==> config.mk <==
export PLATFORM = sky130hd
export DESIGN_NAME = mies_regfile
export DESIGN_NICKNAME = d
export VERILOG_FILES = /design/src/rtl/core/mies_pkg.sv /design/src/rtl/core/mies_regfile.sv
export SDC_FILE = /design/constraint.sdc
export NUM_CORES = 1
export LEC_CHECK = 0
export ABC_AREA = 0
export ABC_CLOCK_PERIOD_IN_PS = 2600
export BUFFER_PORTS_ARGS = -buffer_cell sky130_fd_sc_hd__buf_2
export CORE_MARGIN = 5
export CORE_UTILIZATION = 50
export CTS_CLUSTER_DIAMETER = 60
export CTS_CLUSTER_SIZE = 25
export DETAILED_ROUTE_END_ITERATION = 10
export PLACE_DENSITY_LB_ADDON = 0.08
export SLEW_MARGIN = 20
export SYNTH_ARGS = -nofsm -noshare
export SYNTH_HDL_FRONTEND = slang
export SYNTH_SLANG_ARGS = --single-unit
==> constraint.sdc <==
create_clock -name i_clk -period 2.6 [get_ports i_clk]
set_input_delay 0.26 -clock i_clk [delete_from_list [all_inputs] [get_ports i_clk]]
set_output_delay 0.26 -clock i_clk [all_outputs]
set_load 0.01 [all_outputs]
==> src/rtl/core/mies_pkg.sv <==
// Package: constants, opcode masks and payload types of the execute unit.
// No dependencies.
package mies_pkg;
    localparam int PcWidth = 16;
    localparam logic [15:0] StackTop = 16'd2303;

    localparam logic [1:0] WK_NONE  = 2'd0;
    localparam logic [1:0] WK_IO    = 2'd1;
    localparam logic [1:0] WK_STACK = 2'd2;

    localparam logic [15:0] MASK_RR   = 16'hFC00;
    localparam logic [15:0] MASK_BYTE = 16'hFF00;
    localparam logic [15:0] MASK_NIB  = 16'hF000;
    localparam logic [15:0] MASK_ONE  = 16'hFE0F;
    localparam logic [15:0] MASK_SREG = 16'hFF8F;
    localparam logic [15:0] MASK_BIT  = 16'hFE08;
    localparam logic [15:0] MASK_CALL = 16'hFE0E;
    localparam logic [7:0]  KEEP_IT   = 8'hC0;
    localparam logic [7:0]  KEEP_LOG  = 8'hE1;
    localparam logic [7:0]  KEEP_ITH  = 8'hE0;

    typedef enum logic [4:0] {
        OP_NOP, OP_ADC, OP_ADD, OP_AND, OP_EOR, OP_CP, OP_CPC, OP_BRB,
        OP_ADIW, OP_CBI, OP_ANDI, OP_ASR, OP_COM, OP_BCLR, OP_BSET,
        OP_BLD, OP_BST, OP_CALL
    } t_op;

    typedef struct packed {
        logic [15:0] instruction_word;
        logic [15:0] second_word;
    } t_in;

    typedef struct packed {
        logic [15:0] next_pc;
        logic [7:0]  flags;
        logic [1:0]  write_kind;
        logic [15:0] write_address;
        logic [7:0]  write_data;
        logic        last;
    } t_out;

    function automatic t_op decode(input logic [15:0] w);
        t_op op;
        op = OP_NOP;
        unique case (w & MASK_RR)
            16'h1C00: op = OP_ADC;
            16'h0C00: op = OP_ADD;
            16'h2000: op = OP_AND;
            16'h2400: op = OP_EOR;
            16'h1400: op = OP_CP;
            16'h0400: op = OP_CPC;
            16'hF000, 16'hF400: op = OP_BRB;
            default: begin
                if ((w & MASK_BYTE) == 16'h9600) op = OP_ADIW;
                else if ((w & MASK_BYTE) == 16'h9800) op = OP_CBI;
                else if ((w & MASK_NIB) == 16'h7000) op = OP_ANDI;
                else if ((w & MASK_ONE) == 16'h9405) op = OP_ASR;
                else if ((w & MASK_ONE) == 16'h9400) op = OP_COM;
                else if ((w & MASK_SREG) == 16'h9488) op = OP_BCLR;
                else if ((w & MASK_SREG) == 16'h9408) op = OP_BSET;
                else if ((w & MASK_BIT) == 16'hF800) op = OP_BLD;
                else if ((w & MASK_BIT) == 16'hFA00) op = OP_BST;
                else if ((w & MASK_CALL) == 16'h940E) op = OP_CALL;
            end
        endcase
        return op;
    endfunction
endpackage

==> src/rtl/core/mies_regfile.sv <==
// Register file memory: 32 bytes, two registered read ports, two write ports,
// valid bits give zero after reset. Depends on mies_pkg.
module mies_regfile (
    input  logic       i_clk,
    input  logic       i_rst_n,
    input  logic       i_re,
    input  logic [4:0] i_ra,
    input  logic [4:0] i_rb,
    output logic [7:0] o_da,
    output logic [7:0] o_db,
    input  logic       i_we0,
    input  logic [4:0] i_wa0,
    input  logic [7:0] i_wd0,
    input  logic       i_we1,
    input  logic [4:0] i_wa1,
    input  logic [7:0] i_wd1
);
    import mies_pkg::*;
    logic [7:0]  r_mem [32];
    logic [31:0] r_vld;
    logic [7:0]  r_qa, r_qb;
    logic        r_va, r_vb;

    // read data is held while i_re is low
    always_ff @(posedge i_clk) begin
        if (i_we0) r_mem[i_wa0] <= i_wd0;
        if (i_we1) r_mem[i_wa1] <= i_wd1;
        if (i_re) begin
            r_qa <= r_mem[i_ra];
            r_qb <= r_mem[i_rb];
        end
    end
    always_ff @(posedge i_clk) begin
        if (!i_rst_n) begin
            r_vld <= '0;
            r_va  <= 1'b0;
            r_vb  <= 1'b0;
        end else begin
            if (i_we0) r_vld[i_wa0] <= 1'b1;
            if (i_we1) r_vld[i_wa1] <= 1'b1;
            if (i_re) begin
                r_va <= r_vld[i_ra];
                r_vb <= r_vld[i_rb];
            end
        end
    end
    assign o_da = r_va ? r_qa : 8'h00;
    assign o_db = r_vb ? r_qb : 8'h00;
endmodule

==> qor.txt <==
Final routed DRC violation total -> 0
Reg clk slew, reported paths -> 0.08 ns
Number of iterations in the first detailed-routing pass -> 5
Time the worst path needs with I/O delays and setup -> 2.11 ns
Fill cell total of the finished layout -> 2737
Worst reg2reg path endpoint -> r_qb[7]
XOR/XNOR share of the synthesized area -> 0%
VDD IR max -> 0.663 mV
Count of final max-slew check failures -> 0
Core Footprint -> 0.0345 mm2
Post-Synthesis Cells -> 1069
Type of the most critical hold path -> input pin to flop
Crit Path Class -> flop to flop
Final setup violation count -> 0
Hold Fails Final Rpt -> 0
Signal arrival time at the worst endpoint -> 2.44 ns
R2R Setup Slk -> 0.49 ns
Worst-skew pair later-pin latency -> 0.58 ns
Fraction of the mapped netlist area in adder cells -> 0%
Maximum fanout along the worst path -> 2
Via count -> 11.1k
Root Buffer Master -> sky130_fd_sc_hd__clkbuf_16
Non-filler cells in the finished layout -> 1623
Top layer used by detailed routing -> met5
Met2 WL -> 25.6 mm
Post-CTS repair timing setup buffer count -> 0
Type of origin of the critical path -> flop
Status -> finished clean
RD Place Congestion -> 0.872
Fraction of layout cells with a size suffix above 1 -> 55.6%
Met3 WL -> 6.03 mm
Post-Syn Area per Cell -> 16.3 um2
Number of global-route vias before repair -> 11.0k
Port buffer count -> 56
Main combinational cell family by area after synthesis -> multiplexers
Syn Nets -> 1110
Wl on met1 -> 22.6 mm
I/O pins -> 57
Crit. End Element -> flop
Power per unit of standard cell area -> 596 mW/mm2
Ordered cell list for the critical path -> mux4_2 > mux4_2 > mux2_2
Setup clock skew after layout -> 0.0161 ns
Die ar. -> 0.0387 mm2
All-layer global routing usage -> 28.7%
Post-Place Cells -> 1567
Post-layout net count -> 1185
Post-synth top flop -> sky130_fd_sc_hd__edfxtp_1
Sum Neg Setup Slack -> 0 ns
Final period util -> 81.0%
LEAKAGE -> 6.64 nW
CTS-repair resized insts -> 0
Cells on Worst Hold Path -> 2
Worst slew margin relative to its limit -> 47.3%
F_max -> 475 MHz
Pin count of the biggest net entering global routing -> 35
Async set or reset register ratio after synthesis -> 0%
DR vias/cell -> 6.83
Critical register-to-register path startpoint -> r_mem[27][7]
Wire length per cell -> 34.4 um
Flops & latches, synth -> 306
WL final -> 55.9 mm
Distinct cell type count of the synthesized netlist -> 31
Max-cap viol count -> 0
Total clock buffers created by CTS -> 30
Cell count of the worst reg-to-reg path -> 3
Chip height -> 197 um
Final antenna-violating net count -> 0
Total congestion overflow after global routing -> 0
Number of enable flip-flop cells after synthesis -> 272
Post-synthesis mux area share -> 40.1%
Overall die width -> 197 um
CTS HTree Levels -> 1
Hold Buf Count CTS -> 0
Post-DP HPWL -> 37.3 mm
# clock sinks -> 306
Clock tree from TritonCTS -> built
Antenna violations before repair -> 1
Tightest Pin Transition -> 0.791 ns
Setup repair after global routing missed its margin -> false
Area share of and/or/nand/nor cells after synthesis -> 3.44%
Iter 0 DRT Violations -> 1371
Antenna diode count -> 0
Yosys Warn Count -> 0
CTS max path bufs -> 3
Sequential-to-total area share from yosys stat -> 50.7%
Area Growth Syn to Fin -> 13.6%
Endpoint required time on the critical path -> 2.93 ns
Wire length of the first global-routing pass -> 79.7 mm
Worst path slowest cell -> sky130_fd_sc_hd__mux4_2
Initial core utilization -> 50.6%
Site Rows -> 68
Area of the multi-input gates -> 0.00814 mm2
Compound-Gate Fraction of Synth Area -> 3.14%
Cell type with the highest occurrence count on the critical path -> sky130_fd_sc_hd__mux4_2
Hold Crit Endpoint -> r_vld[2]
Netlist area before placement -> 0.0174 mm2
Biggest cell delay along the critical path -> 0.58 ns
FF+latch area -> 0.00885 mm2
Hold path startpoint -> i_rst_n
Overall power of the completed layout -> 11.8 mW
cells in the final DEF, fill, tap and decap left out, types with 3 or more instances in the layout:
cell and instances:
sky130_fd_sc_hd__a21oi_1 6, sky130_fd_sc_hd__a22oi_1 8, sky130_fd_sc_hd__and2_1 18, sky130_fd_sc_hd__and3_1 3, sky130_fd_sc_hd__buf_12 13, sky130_fd_sc_hd__buf_2 52
sky130_fd_sc_hd__buf_4 81, sky130_fd_sc_hd__clkbuf_16 31, sky130_fd_sc_hd__clkinv_8 9, sky130_fd_sc_hd__dfxtp_1 34, sky130_fd_sc_hd__edfxtp_1 272, sky130_fd_sc_hd__inv_12 3
sky130_fd_sc_hd__inv_6 6, sky130_fd_sc_hd__inv_8 4, sky130_fd_sc_hd__mux2_2 272, sky130_fd_sc_hd__mux2i_1 32, sky130_fd_sc_hd__mux4_2 160, sky130_fd_sc_hd__nand2_1 28
sky130_fd_sc_hd__nand2b_1 4, sky130_fd_sc_hd__nand3_1 12, sky130_fd_sc_hd__nand3b_1 9, sky130_fd_sc_hd__nor2_1 12, sky130_fd_sc_hd__nor2_2 8, sky130_fd_sc_hd__nor2b_1 4
sky130_fd_sc_hd__nor3b_1 4, sky130_fd_sc_hd__o21a_1 32, sky130_fd_sc_hd__o21ai_0 18, sky130_fd_sc_hd__o22ai_1 16, sky130_fd_sc_hd__or3b_2 4
state kept, by name (all words and copies together), names as in the netlist:
name	count
r_mem	256
r_qa	8
r_qb	8
r_va	1
r_vb	1
r_vld	32
per-stage QoR:
stage | worst slack [ns] | util [%] | instance area (um2) | hold slack [ns]
detailed placement | 0.215 | 54.3 | 18700 | 0.475
global placement | 0.219 | 54.3 | 18700 | 0.468
global route | 0.483 | 57.5 | 19800 | 0.246
floorplan | 0.487 | - | 17400 | 0.361
CTS | 0.513 | 57.5 | 19800 | 0.206
finish | 0.494 | 57.5 | 19800 | 0.225
worst max-delay path by stage:
stage / cells after the start / slack (ns) / to / from
floorplan: 5 / 0.49 / r_qa[0] / i_ra[0]
global placement: 5 / 0.22 / r_qa[7] / i_ra[0]
detailed placement: 5 / 0.21 / r_qa[7] / i_ra[0]
CTS: 3 / 0.51 / r_qb[6] / r_mem[27][6]
global route: 3 / 0.48 / r_qb[7] / r_mem[27][7]
finish: 3 / 0.49 / r_qb[7] / r_mem[27][7]
layout make-up:
cell class	count	area share [%]
Clock buffer	31	3.91
Clock inverter	25	1.72
Multi-Input combinational cell	658	41.0
Sequential cell	306	44.6
Tap cell	455	2.87
Timing Repair Buffer	148	5.81
report_power, final:
part | internal [mW] | switching, mW | leakage [nW] | total, mW
clock network | 2.40 | 2.40 | 0.537 | 4.81
registers | 5.50 | 0.0887 | 2.74 | 5.59
logic | 0.684 | 0.731 | 3.36 | 1.42
cell families after synthesis:
logic type      after synthesis
buf+inv                     105
mux                         464
flops                       306
compound gates               84
simple gates                110
cell usage after synthesis, types with 6 or more instances:
library cell	count	area [um2]
sky130_fd_sc_hd__mux2_2	272	3060
sky130_fd_sc_hd__o21a_1	32	240
sky130_fd_sc_hd__nand3_1	12	60.1
sky130_fd_sc_hd__buf_2	10	50.1
sky130_fd_sc_hd__nor2_2	8	50.1
sky130_fd_sc_hd__nor2_1	12	45.0
sky130_fd_sc_hd__a22oi_1	8	60.1
sky130_fd_sc_hd__o22ai_1	16	100
sky130_fd_sc_hd__dfxtp_1	34	681
sky130_fd_sc_hd__nand2_1	28	105
sky130_fd_sc_hd__mux2i_1	32	320
sky130_fd_sc_hd__edfxtp_1	272	8170
sky130_fd_sc_hd__o21ai_0	18	90.1
sky130_fd_sc_hd__a21oi_1	6	30.0
sky130_fd_sc_hd__clkbuf_1	80	300
sky130_fd_sc_hd__buf_4	14	105
sky130_fd_sc_hd__and2_1	18	113
sky130_fd_sc_hd__mux4_2	160	3600
sky130_fd_sc_hd__nand3b_1	9	67.6
metal layers:
layer / vias up / global-route usage (%)
met1: 5811 / 41.3
met4: 2 / 8.04
li1: 4537 / -
met2: 667 / 43.6
met3: 72 / 7.68
met5: - / 0
critical path: cells and delay by family (launching register included):
kind | cells | cell delay, ns
flip-flops | 1 | 0.43
multiplexers | 3 | 1.44
Power figures use the tool's default switching activity.
