## src/rtl/core/mies_pkg.sv

```systemverilog
// Package: constants, opcode masks and payload types of the execute unit.
// No dependencies.
package mies_pkg;
    localparam int PcWidth = 16;
    localparam logic [15:0] StackTop = 16'd2303;

    localparam logic [1:0] WK_NONE  = 2'd0;
    localparam logic [1:0] WK_IO    = 2'd1;
    localparam logic [1:0] WK_STACK = 2'd2;

    localparam logic [15:0] MASK_RR   = 16'hFC00;
    localparam logic [15:0] MASK_BYTE = 16'hFF00;
    localparam logic [15:0] MASK_NIB  = 16'hF000;
    localparam logic [15:0] MASK_ONE  = 16'hFE0F;
    localparam logic [15:0] MASK_SREG = 16'hFF8F;
    localparam logic [15:0] MASK_BIT  = 16'hFE08;
    localparam logic [15:0] MASK_CALL = 16'hFE0E;
    localparam logic [7:0]  KEEP_IT   = 8'hC0;
    localparam logic [7:0]  KEEP_LOG  = 8'hE1;
    localparam logic [7:0]  KEEP_ITH  = 8'hE0;

    typedef enum logic [4:0] {
        OP_NOP, OP_ADC, OP_ADD, OP_AND, OP_EOR, OP_CP, OP_CPC, OP_BRB,
        OP_ADIW, OP_CBI, OP_ANDI, OP_ASR, OP_COM, OP_BCLR, OP_BSET,
        OP_BLD, OP_BST, OP_CALL
    } t_op;

    typedef struct packed {
        logic [15:0] instruction_word;
        logic [15:0] second_word;
    } t_in;

    typedef struct packed {
        logic [15:0] next_pc;
        logic [7:0]  flags;
        logic [1:0]  write_kind;
        logic [15:0] write_address;
        logic [7:0]  write_data;
        logic        last;
    } t_out;

    function automatic t_op decode(input logic [15:0] w);
        t_op op;
        op = OP_NOP;
        unique case (w & MASK_RR)
            16'h1C00: op = OP_ADC;
            16'h0C00: op = OP_ADD;
            16'h2000: op = OP_AND;
            16'h2400: op = OP_EOR;
            16'h1400: op = OP_CP;
            16'h0400: op = OP_CPC;
            16'hF000, 16'hF400: op = OP_BRB;
            default: begin
                if ((w & MASK_BYTE) == 16'h9600) op = OP_ADIW;
                else if ((w & MASK_BYTE) == 16'h9800) op = OP_CBI;
                else if ((w & MASK_NIB) == 16'h7000) op = OP_ANDI;
                else if ((w & MASK_ONE) == 16'h9405) op = OP_ASR;
                else if ((w & MASK_ONE) == 16'h9400) op = OP_COM;
                else if ((w & MASK_SREG) == 16'h9488) op = OP_BCLR;
                else if ((w & MASK_SREG) == 16'h9408) op = OP_BSET;
                else if ((w & MASK_BIT) == 16'hF800) op = OP_BLD;
                else if ((w & MASK_BIT) == 16'hFA00) op = OP_BST;
                else if ((w & MASK_CALL) == 16'h940E) op = OP_CALL;
            end
        endcase
        return op;
    endfunction
endpackage

```

## src/rtl/core/mies_exec.sv

```systemverilog
// Execute datapath: ALU, flags, branch and write generation for one instruction.
// Depends on mies_pkg.
module mies_exec (
    input  mies_pkg::t_op    i_op,
    input  logic [15:0]      i_w,
    input  logic [15:0]      i_w2,
    input  logic [7:0]       i_d,
    input  logic [7:0]       i_r,
    input  logic [7:0]       i_io,
    input  logic [7:0]       i_sreg,
    input  logic [15:0]      i_pc,
    input  logic [15:0]      i_sp,
    output logic [7:0]       o_sreg,
    output logic [15:0]      o_pc,
    output logic [15:0]      o_sp,
    output logic             o_rf_we,
    output logic [4:0]       o_rf_wa,
    output logic [7:0]       o_rf_wd,
    output logic             o_rf_we1,
    output logic [4:0]       o_rf_wa1,
    output logic [7:0]       o_rf_wd1,
    output logic             o_io_we,
    output logic [7:0]       o_io_wd,
    output mies_pkg::t_out   o_r0,
    output mies_pkg::t_out   o_r1,
    output logic             o_two
);
    import mies_pkg::*;
    logic [4:0]  rd, lo;
    logic [2:0]  b;
    logic [8:0]  sum9;
    logic [7:0]  res, hc, f, k8;
    logic [15:0] nxt, ret, sp1, word, wsum, off;
    logic        c;

    function automatic logic [7:0] nzs(input logic [7:0] fi, input logic [7:0] v);
        logic [7:0] fo;
        fo = fi;
        fo[2] = v[7];
        fo[1] = (v == 8'h00);
        fo[4] = v[7] ^ fi[3];
        return fo;
    endfunction

    always_comb begin
        rd   = i_w[8:4];
        b    = i_w[2:0];
        lo   = {2'b11, i_w[5:4], 1'b0};
        c    = i_sreg[0];
        nxt  = i_pc + 16'd1;
        ret  = i_pc + 16'd2;
        sp1  = i_sp - 16'd1;
        off  = {{9{i_w[9]}}, i_w[9:3]};
        word = {i_r, i_d};
        wsum = word + {10'd0, i_w[7:6], i_w[3:0]};
        k8   = {i_w[11:8], i_w[3:0]};
        o_sreg = i_sreg; o_pc = nxt; o_sp = i_sp;
        o_rf_we = 1'b0; o_rf_wa = rd; o_rf_wd = 8'h00;
        o_rf_we1 = 1'b0; o_rf_wa1 = lo + 5'd1; o_rf_wd1 = 8'h00;
        o_io_we = 1'b0; o_io_wd = i_io & ~(8'h01 << b);
        o_two = 1'b0;
        res = 8'h00; hc = 8'h00; f = 8'h00; sum9 = 9'd0;
        unique case (i_op)
            OP_ADC, OP_ADD: begin
                sum9 = {1'b0, i_d} + {1'b0, i_r} + {8'd0, (i_op == OP_ADC) & c};
                res = sum9[7:0];
                hc = (i_d & i_r) | (i_r & ~res) | (~res & i_d);
                f = i_sreg & KEEP_IT;
                f[5] = hc[3]; f[0] = hc[7];
                f[3] = (i_d[7] & i_r[7] & ~res[7]) | (~i_d[7] & ~i_r[7] & res[7]);
                o_sreg = nzs(f, res);
                o_rf_we = 1'b1; o_rf_wd = res;
            end
            OP_AND, OP_EOR: begin
                res = (i_op == OP_AND) ? (i_d & i_r) : (i_d ^ i_r);
                o_sreg = nzs(i_sreg & KEEP_LOG, res);
                o_rf_we = 1'b1; o_rf_wd = res;
            end
            OP_ANDI: begin
                res = i_d & k8;
                o_sreg = nzs(i_sreg & KEEP_LOG, res);
                o_rf_we = 1'b1; o_rf_wa = {1'b1, i_w[7:4]}; o_rf_wd = res;
            end
            OP_CP, OP_CPC: begin
                res = i_d - i_r - {7'd0, (i_op == OP_CPC) & c};
                hc = (~i_d & i_r) | (i_r & res) | (res & ~i_d);
                f = i_sreg & KEEP_IT;
                f[5] = hc[3]; f[0] = hc[7];
                f[3] = (i_d[7] & ~i_r[7] & ~res[7]) | (~i_d[7] & i_r[7] & res[7]);
                f = nzs(f, res);
                if (i_op == OP_CPC) f[1] = (res == 8'h00) & i_sreg[1];
                o_sreg = f;
            end
            OP_BRB: begin
                if (i_sreg[b] == !i_w[10]) o_pc = nxt + off;
            end
            OP_ADIW: begin
                f = i_sreg & KEEP_ITH;
                f[3] = ~i_r[7] & wsum[15];
                f[2] = wsum[15];
                f[4] = f[2] ^ f[3];
                f[1] = (wsum == 16'h0000);
                f[0] = i_r[7] & ~wsum[15];
                o_sreg = f;
                o_rf_we = 1'b1; o_rf_wa = lo; o_rf_wd = wsum[7:0];
                o_rf_we1 = 1'b1; o_rf_wd1 = wsum[15:8];
            end
            OP_CBI: o_io_we = 1'b1;
            OP_ASR: begin
                res = {i_d[7], i_d[7:1]};
                f = i_sreg & KEEP_ITH;
                f[0] = i_d[0];
                f[3] = res[7] ^ i_d[0];
                o_sreg = nzs(f, res);
                o_rf_we = 1'b1; o_rf_wd = res;
            end
            OP_COM: begin
                res = ~i_d;
                f = (i_sreg & KEEP_ITH) | 8'h01;
                o_sreg = nzs(f, res);
                o_rf_we = 1'b1; o_rf_wd = res;
            end
            OP_BCLR: o_sreg = i_sreg & ~(8'h01 << i_w[6:4]);
            OP_BSET: o_sreg = i_sreg | (8'h01 << i_w[6:4]);
            OP_BLD: begin
                res = i_d;
                res[b] = i_sreg[6];
                o_rf_we = 1'b1; o_rf_wd = res;
            end
            OP_BST: o_sreg[6] = i_d[b];
            OP_CALL: begin
                o_two = 1'b1;
                o_pc = i_w2;
                o_sp = i_sp - 16'd2;
            end
            default: ;
        endcase
        o_r0 = '{next_pc: o_pc, flags: o_sreg, write_kind: WK_NONE,
                 write_address: 16'h0000, write_data: 8'h00, last: 1'b1};
        if (i_op == OP_CBI) begin
            o_r0.write_kind = WK_IO;
            o_r0.write_address = {11'd1, i_w[7:3]};
            o_r0.write_data = o_io_wd;
        end else if (o_two) begin
            o_r0.write_kind = WK_STACK;
            o_r0.write_address = i_sp;
            o_r0.write_data = ret[7:0];
            o_r0.last = 1'b0;
        end
        o_r1 = '{next_pc: o_pc, flags: o_sreg, write_kind: WK_STACK,
                 write_address: sp1, write_data: ret[15:8], last: 1'b1};
    end
endmodule

```

## config.mk

```make
export PLATFORM = sky130hd
export DESIGN_NAME = mies_exec
export DESIGN_NICKNAME = d
export VERILOG_FILES = /design/src/rtl/core/mies_pkg.sv /design/src/rtl/core/mies_exec.sv
export SDC_FILE = /design/constraint.sdc
export NUM_CORES = 1
export LEC_CHECK = 0
export BUFFER_PORTS_ARGS = -buffer_cell sky130_fd_sc_hd__buf_2
export CELL_PAD_IN_SITES_DETAIL_PLACEMENT = 0
export CELL_PAD_IN_SITES_GLOBAL_PLACEMENT = 1
export CORE_MARGIN = 4
export CORE_UTILIZATION = 35
export DETAILED_ROUTE_END_ITERATION = 16
export GPL_TIMING_DRIVEN = 0
export PLACE_DENSITY_LB_ADDON = 0.25
export SYNTH_ARGS = -nofsm -noshare
export SYNTH_HDL_FRONTEND = slang
export SYNTH_SLANG_ARGS = --single-unit
```

## constraint.sdc

```tcl
create_clock -name vclk -period 10
set_clock_uncertainty 0.1 [all_clocks]
set_input_delay 2 -clock vclk [all_inputs]
set_output_delay 2 -clock vclk [all_outputs]
set_load 0.02 [all_outputs]
```

==> results of run 1 <==
-- power groups by stage --
stage,logic [mW],clock network (mW),registers [mW]
detailed placement,0.427,0,0
global route,0.468,0.0000000134,0
global placement,0.426,0,0
finish,0.430,0.0000000134,0
floorplan,0.291,0,0
CTS,0.429,0,0
-- kinds of logic (layout without fill, tap and decap cells) --
kind of cell / Yosys count / in the layout / share of synthesized area [%]
AO/OA/AOI/OAI: 214 / 214 / 24.7
XOR/XNOR: 89 / 89 / 13.4
adder cells (fa/ha/maj): 62 / 62 / 14.3
buffers and inverters: 146 / 411 / 13.8
multiplexers: 23 / 23 / 4.44
other: 2 / 7 / 0.129
AND/OR/NAND/NOR: 338 / 338 / 29.3
-- cells in the final DEF, fill, tap and decap left out, types with 22 or more instances in the layout --
master	synthesis	final
a21oi_1	43	43
buf_2	15	280
buf_4	60	60
clkbuf_1	24	24
ha_1	54	54
inv_1	42	42
nand2_1	92	92
nand3_1	22	22
nor2_1	81	81
nor3_1	22	22
o21ai_0	48	48
xnor2_1	47	47
xor2_1	42	42
-- worst min-delay path, delay by kind of cell --
family | cells | cell delay (ns)
xor gates and xnor gates | 1 | 0.06
buffers and inverters | 2 | 0.26
-- metrics by stage --
step                setup WS [ns]  utilization (%)  hold slack, ns  std cells
global route                 1.80             46.2            4.24       1360
detailed placement           2.13             46.2            4.22       1359
floorplan                    2.51                -            3.99        878
finish                       2.13             46.2            4.22       1360
global placement             2.18             46.2            4.23       1359
CTS                          2.12             46.2            4.22       1359
-- area by class of cell --
cell class,count,area [sq um],share of cell area (%)
inverters,43,161,2.17
repair buffers,265,1330,17.8
well taps,216,270,3.63
plain buffers,103,646,8.66
multi-input cells,732,5040,67.7
diodes,1,2.50,0.0336
-- metal layers --
layer | up-vias | share of wire (%) | routed length [um]
li1 | 3601 | - | -
met2 | 321 | 48 | 12300
met5 | - | 0 | 0
met4 | 0 | 2.8 | 724
met1 | 3339 | 42 | 10900
met3 | 39 | 6.8 | 1730
-- worst max-delay path by stage --
stage / from / end / slack (ns) / depth (start not counted)
after floorplan: i_op[3] / o_r1[27] / 2.51 / 13
after global placement: i_pc[2] / o_r0[50] / 2.18 / 18
after detailed placement: i_pc[2] / o_r1[50] / 2.13 / 18
after CTS: i_pc[2] / o_r1[50] / 2.12 / 18
after global routing: i_pc[1] / o_r1[50] / 1.80 / 18
final: i_pc[2] / o_r1[50] / 2.13 / 18
==> flow_metrics.env, run 1 <==
export IMPL_outcome="completed"
export IMPL_holdPathEnd="o_r1[24]"
export IMPL_wl_per_cell_um=18.9
export IMPL_postPlaceCellArea_sq_um=7450
export IMPL_synthToLayoutAreaGrowth_pct=27.7
export IMPL_clkPwrFrac_pct=0
export IMPL_worst_path_max_fanout=6
export IMPL_hp_start="i_sp[15]"
export IMPL_slew_headroom_pct=37.9
export IMPL_via_per_inst=5.37
export IMPL_io_pins=281
export IMPL_place_gp_congestion=0.958
export IMPL_cpMostUsedCell="buf_2"
export IMPL_crit_chain="buf_2 -> ha_1 -> and3_1 -> buf_2 -> nand2_1 -> or2_1 -> nor2_1 -> xor2_1 -> ha_1 -> a41oi_1 -> o21ai_0 -> a21oi_1 -> mux2_2 -> nor4_2 -> xnor2_1 -> o21ai_1 -> buf_4 -> buf_2"
export IMPL_hold_path_class="in -> out"
export IMPL_synth_top_area_share_pct=11.6
export IMPL_ant_nets=0
export IMPL_overflow=0
export IMPL_gr_usage_met1_pct=33.6
export IMPL_design_seq_count=0
export IMPL_syn_inst=874
export IMPL_grt_antenna_before_repair=1
export IMPL_min_period_over_period_pct=78.7
export IMPL_peakVddDrop_uv=25.4
export IMPL_grt_use_total_pct=25.3
export IMPL_fp_dieArea_sq_um=18800
export IMPL_critical_path_n_buffers_inverters=4
export IMPL_criticalPathCategory="in -> out"
export IMPL_first_global_vias=6574
export IMPL_max_stage_delay_ns=0.36
export IMPL_firstDrtPassIters=5
export IMPL_cts_repair_resize_count=0
export IMPL_grt_start_max_net_pins=15
export IMPL_yosys_cell_count_top_type="nand2_1"
export IMPL_dp_final_hpwl_mm=22.0
export IMPL_seq_area_frac_synth_pct=0
export IMPL_design_core_area_sq_um=16100
export IMPL_power_leakage_nw=3.70
export IMPL_initial_core_util_pct=36.2
export IMPL_synth_cell_types=80
export IMPL_synth_top_area_cell="ha_1"
export IMPL_setup_tns_ns=0
export IMPL_portBuffers=265
export IMPL_die_w_um=137
export IMPL_final_nets=1308
export IMPL_netSwitchingFraction_pct=61.0
export IMPL_finalPower_mw=0.430
export IMPL_arrival_ns=5.77
export IMPL_syn_area_per_cell_sq_um=6.68
export IMPL_rsz0062_at_grt="no"
export IMPL_crit_family="simple AND/OR/NAND/NOR gates"
export IMPL_drive_gt1_share_pct=32.5
export IMPL_fillCellCount=1778
export IMPL_max_cap_viol_count=0
export IMPL_worstSetupStartpointType="input pin"
export IMPL_critPathCaptureType="output pin"
export IMPL_routed_wl_mm=25.6
export IMPL_drc_errors=0
export IMPL_internal_power_mw=0.168
export IMPL_p_comb_share_pct=100.0
export IMPL_regArea_sq_um=0
export IMPL_grt_use_met2_pct=44.5
export IMPL_worstMarginPinSlew_ns=0.922
export IMPL_hold_violations=0
export IMPL_hold_buffers=0
export IMPL_syn_area_sq_um=5840
export IMPL_met3_usage_pct=1.95
export IMPL_grt_pass1_wl_mm=37.7
export IMPL_cellPowerDensity_nw_per_um2=57.7
export IMPL_critPathRequiredTime_ns=7.90
export IMPL_setup_violations_final=0
export IMPL_slowest_stage="ha_1"
export IMPL_die_y_um=137
export IMPL_design_area_sq_um=7450
export IMPL_min_period_ns=7.87
export IMPL_switching_power_mw=0.262
export IMPL_drv_slew=0
export IMPL_rows=46
export IMPL_gr_max_usage_layer="met2"
export IMPL_yosys_warnings=0
export IMPL_seqPwrFrac_pct=0
export IMPL_nClkBuffers=0
export IMPL_post_cts_buffers=0
export IMPL_max_freq_mhz=127
export IMPL_yosys_top_cells_area="ha_1 (12%), buf_4 (7.7%), xnor2_1 (7.1%)"
export IMPL_drt_iter0_markers=474
export IMPL_hold_depth=3
export IMPL_vias=7300
export IMPL_synth_commonest_cells="nand2_1 (92), nor2_1 (81), buf_4 (60), ha_1 (54), o21ai_0 (48)"
(Power assumes the default switching activity.)
==> run 2, diff against run 1 <==
CORE_UTILIZATION = 30   (was 35)
clock period = 6.5 ns   (was 10 ns; I/O delays follow)
==> flow_metrics.env, run 2 (same netlist as run 1, synthesis figures left out) <==
export IMPL_outcome="completed"
export IMPL_worstMarginPinSlew_ns=1.05
export IMPL_grt_antenna_before_repair=2
export IMPL_hold_violations=0
export IMPL_critPathCaptureType="output pin"
export IMPL_final_nets=1311
export IMPL_overflow=0
export IMPL_dp_final_hpwl_mm=23.2
export IMPL_layout_commonest_cell="buf_2"
export IMPL_nClkBuffers=0
export IMPL_crit_chain="buf_2 -> buf_2 -> nor2_1 -> and2_2 -> nand3_1 -> fa_1 -> ha_1 -> and2b_4 -> a21boi_2 -> o31a_1 -> nor4_1 -> a211oi_4 -> o311ai_1 -> buf_4 -> buf_2"
export IMPL_most_common_layout_cells="buf_2 (280), nand2_1 (92), nor2_1 (80)"
export IMPL_setup_tns_ns=0
export IMPL_initial_core_util_pct=30.9
export IMPL_peakVddDrop_uv=45.0
export IMPL_worstSetupStartpointType="input pin"
export IMPL_ant_nets=0
export IMPL_drive_gt1_share_pct=33.2
export IMPL_grt_use_total_pct=23.0
export IMPL_cpMostUsedCell="buf_2"
export IMPL_synthToLayoutAreaGrowth_pct=29.8
export IMPL_min_period_ns=6.27
export IMPL_portBuffers=265
export IMPL_grt_start_max_net_pins=15
export IMPL_io_pins=281
export IMPL_power_leakage_nw=3.74
export IMPL_first_global_vias=7042
export IMPL_vias=7440
export IMPL_cellPowerDensity_nw_per_um2=89.7
export IMPL_hold_path_class="in -> out"
export IMPL_grt_pass1_wl_mm=40.6
export IMPL_finalPower_mw=0.680
export IMPL_rows=50
export IMPL_via_per_inst=5.28
export IMPL_fillCellCount=2107
export IMPL_fp_dieArea_sq_um=21800
export IMPL_top_layer="met4"
export IMPL_routed_wl_mm=27.0
export IMPL_firstDrtPassIters=5
export IMPL_wl_met1_mm=11.6
export IMPL_multiInputGateArea_sq_um=5090
export IMPL_setup_violations_final=0
export IMPL_slew_headroom_pct=29.5
export IMPL_criticalPathCategory="in -> out"
export IMPL_drc_errors=0
export IMPL_place_gp_congestion=0.975
export IMPL_arrival_ns=4.87
export IMPL_drt_iter0_markers=557
export IMPL_wl_met3_mm=2.13
export IMPL_max_freq_mhz=159
export IMPL_min_period_over_period_pct=96.5
export IMPL_worst_path_max_fanout=10
export IMPL_drv_slew=0
export IMPL_max_cap_viol_count=0
export IMPL_wl_per_cell_um=19.2
export IMPL_rsz0062_at_grt="no"
export IMPL_wl_met2_mm=12.7
export IMPL_critPathRequiredTime_ns=5.10
export IMPL_max_stage_delay_ns=0.50
export IMPL_design_core_area_sq_um=18900
export IMPL_slowest_stage="o311ai_1"
export IMPL_regArea_sq_um=0
export IMPL_die_y_um=147
export IMPL_design_seq_count=0
export IMPL_die_w_um=147
run 2: cell type report:
type,instances,area share (%)
diodes,2,0.0660
plain buffers,103,8.52
inverters,43,2.13
multi-input cells,732,67.2
well taps,260,4.29
repair buffers,268,17.8
run 2: metrics by stage:
| step | cell area [sq um] | util, % | setup WS [ns] | hold slack [ns] | instances |
|---|---|---|---|---|---|
| floorplan | 5850 | - | 0.409 | 2.59 | 878 |
| global placement | 7500 | 39.7 | 0.0908 | 2.83 | 1403 |
| detailed placement | 7500 | 39.7 | 0.0683 | 2.84 | 1403 |
| CTS | 7500 | 39.7 | 0.0575 | 2.84 | 1403 |
| global route | 7580 | 40.1 | 0.0143 | 2.85 | 1408 |
| finish | 7580 | 40.1 | 0.226 | 2.84 | 1408 |
run 2: worst paths after layout:
path,from,to,slack (ns),cells after the start
hold / removal,i_pc[15],o_r1[8],2.84,3
setup / recovery,i_op[3],o_r1[27],0.23,15
run 2: power breakdown:
part / leakage [nW] / internal [mW] / switching, mW
sequential: 0 / 0 / 0
clock: 0.0000127 / 0.0000000412 / 0
combinational: 3.74 / 0.264 / 0.416
total: 3.74 / 0.264 / 0.416
run 2: what timing repair did:
| item | in CTS | in global routing |
|---|---|---|
| gates resized for setup | 0 | 10 |
| buffers inserted | 0 | 3 |
| hold buffers | 0 | 0 |
| endpoints found under the setup margin | 0 | 15 |
run 2: worst max-delay path: cells and delay by family:
family                     cells  cell delay (ns)
buffers and inverters          4             0.64
and+or+nand+nor                5             1.35
AOI/OAI and AO/OA              4             0.95
adders and majority gates      2             0.64
run 2: metal layers:
metal  global-route usage (%)  vias up
met2                     40.2      364
li1                         -     3597
met1                     30.1     3445
met4                     4.99        0
met5                        0        -
met3                     3.16       34
==> run 3, diff against run 2 <==
clock period = 5.5 ns   (was 6.5 ns; I/O delays follow)
==> flow_metrics.env, run 3 (same netlist as run 1, synthesis figures left out) <==
export IMPL_outcome="finished with violations"
export IMPL_violations="setup timing"
export IMPL_design_core_area_sq_um=18900
export IMPL_hold_ws_ns=2.43
export IMPL_critPathLaunch="i_op[4]"
export IMPL_critPathRequiredTime_ns=4.30
export IMPL_criticalPathCategory="in -> out"
export IMPL_synthToLayoutAreaGrowth_pct=40.4
export IMPL_cellPowerDensity_nw_per_um2=106
export IMPL_routed_wl_mm=27.6
export IMPL_hold_path_class="in -> out"
export IMPL_die_y_um=147
export IMPL_grt_antenna_before_repair=1
export IMPL_hold_buffers=0
export IMPL_io_pins=281
export IMPL_hp_start="i_pc[1]"
export IMPL_fp_dieArea_sq_um=21800
export IMPL_arrival_ns=4.33
export IMPL_firstDrtPassIters=5
export IMPL_pre_cts_ws_ns=-0.552
export IMPL_max_cap_viol_count=0
export IMPL_peakVddDrop_uv=55.8
export IMPL_layout_commonest_cell="buf_2"
export IMPL_slew_headroom_pct=34.3
export IMPL_overflow=0
export IMPL_critPathCaptureType="output pin"
export IMPL_first_global_vias=7148
export IMPL_ant_nets=0
export IMPL_wl_per_cell_um=19.4
export IMPL_grt_start_max_net_pins=15
export IMPL_rows=50
export IMPL_min_period_over_period_pct=101
export IMPL_most_common_layout_cells="buf_2 (262), nand2_1 (91), buf_4 (83)"
export IMPL_fillCellCount=2090
export IMPL_setup_ws_ns=-0.0294
export IMPL_regArea_sq_um=0
export IMPL_setup_violations_final=2
export IMPL_worst_path_max_fanout=5
export IMPL_vias=7536
export IMPL_hold_depth=3
export IMPL_nClkBuffers=0
export IMPL_grt_use_total_pct=23.3
export IMPL_hold_violations=0
export IMPL_grt_pass1_wl_mm=41.1
export IMPL_drive_gt1_share_pct=39.0
export IMPL_worstSetupStartpointType="input pin"
export IMPL_drt_iter0_markers=497
export IMPL_rsz0062_at_grt="yes"
export IMPL_via_per_inst=5.30
export IMPL_final_nets=1326
export IMPL_min_period_ns=5.53
export IMPL_max_freq_mhz=181
export IMPL_place_gp_congestion=0.972
export IMPL_portBuffers=265
export IMPL_drv_slew=0
export IMPL_initial_core_util_pct=30.9
export IMPL_design_seq_count=0
export IMPL_die_w_um=147
export IMPL_drc_errors=0
export IMPL_power_leakage_nw=3.93
export IMPL_dp_final_hpwl_mm=23.0
export IMPL_holdPathEnd="o_r0[2]"
export IMPL_worstMarginPinSlew_ns=0.975
==> run 3: changes by cell type in the layout (fill, tap and decap cells not counted), sizes merged <==
cell	change
buf	+19
clkbuf	-4
==> run 3: how the worst max path moves through the flow <==
stage,cells past startpoint,endpoint
after floorplan,16,o_r0[50]
after global placement,16,o_sreg[3]
after detailed placement,16,o_r1[30]
after CTS,18,o_sreg[1]
after global routing,18,o_sreg[1]
final,18,o_sreg[1]
==> run 3: what timing repair did <==
action / CTS / global route
pin swaps: 15 / 29
endpoints found under the setup margin: 33 / 28
resized for setup: 52 / 68
buffers inserted: 10 / 13
gates cloned: 0 / 0
hold endpoints to repair: 0 / 0
==> run 3: report_power, final <==
part           internal (mW)  switching, mW  leakage [nW]
Clock           0.0000000144              0     0.0000127
Combinational          0.358          0.515          3.93
Sequential                 0              0             0
Total                  0.358          0.515          3.93
==> run 3: metrics by stage <==
stage	setup TNS [ns]	area [sq um]	total power [mW]	instances	utilization (%)
final	-0.0569	8200	0.873	1423	43.4
after global routing	-0.952	8190	0.940	1422	43.4
after CTS	-0.000816	7790	0.824	1411	41.2
after detailed placement	-10.41	7510	0.787	1403	39.7
after global placement	-9.88	7510	0.789	1403	39.7
after floorplan	0	5860	0.529	878	-
==> run 3: critical path, stage by stage <==
cell	delay, ns
buf_8	0.10
nor3_4	0.21
and3_4	0.21
fa_2	0.22
a21oi_2	0.06
o21bai_1	0.17
a21oi_1	0.09
o21bai_1	0.18
a21oi_1	0.10
nor2_1	0.14
nor2_2	0.07
fa_2	0.58
and4b_1	0.21
nand4_1	0.14
or3_4	0.39
o211ai_2	0.10
buf_4	0.14
buf_6	0.10
==> run 3: layout make-up <==
class	instances	area, sq um	area share [%]
multi-input combinational	732	5470	66.7
buffer	98	646	7.88
timing repair buffer	288	1590	19.4
inverter	43	161	1.97
antenna	2	5.00	0.0611
tap	260	325	3.97
==> run 3: routing by layer <==
layer  part of all wire [%]  routed length (um)  global-route usage, %
met2                     47               13000                   40.4
met1                     43               12000                   30.6
met4                    2.6                 731                   5.78
met3                    7.2                1990                   3.07
met5                      0                   0                      0
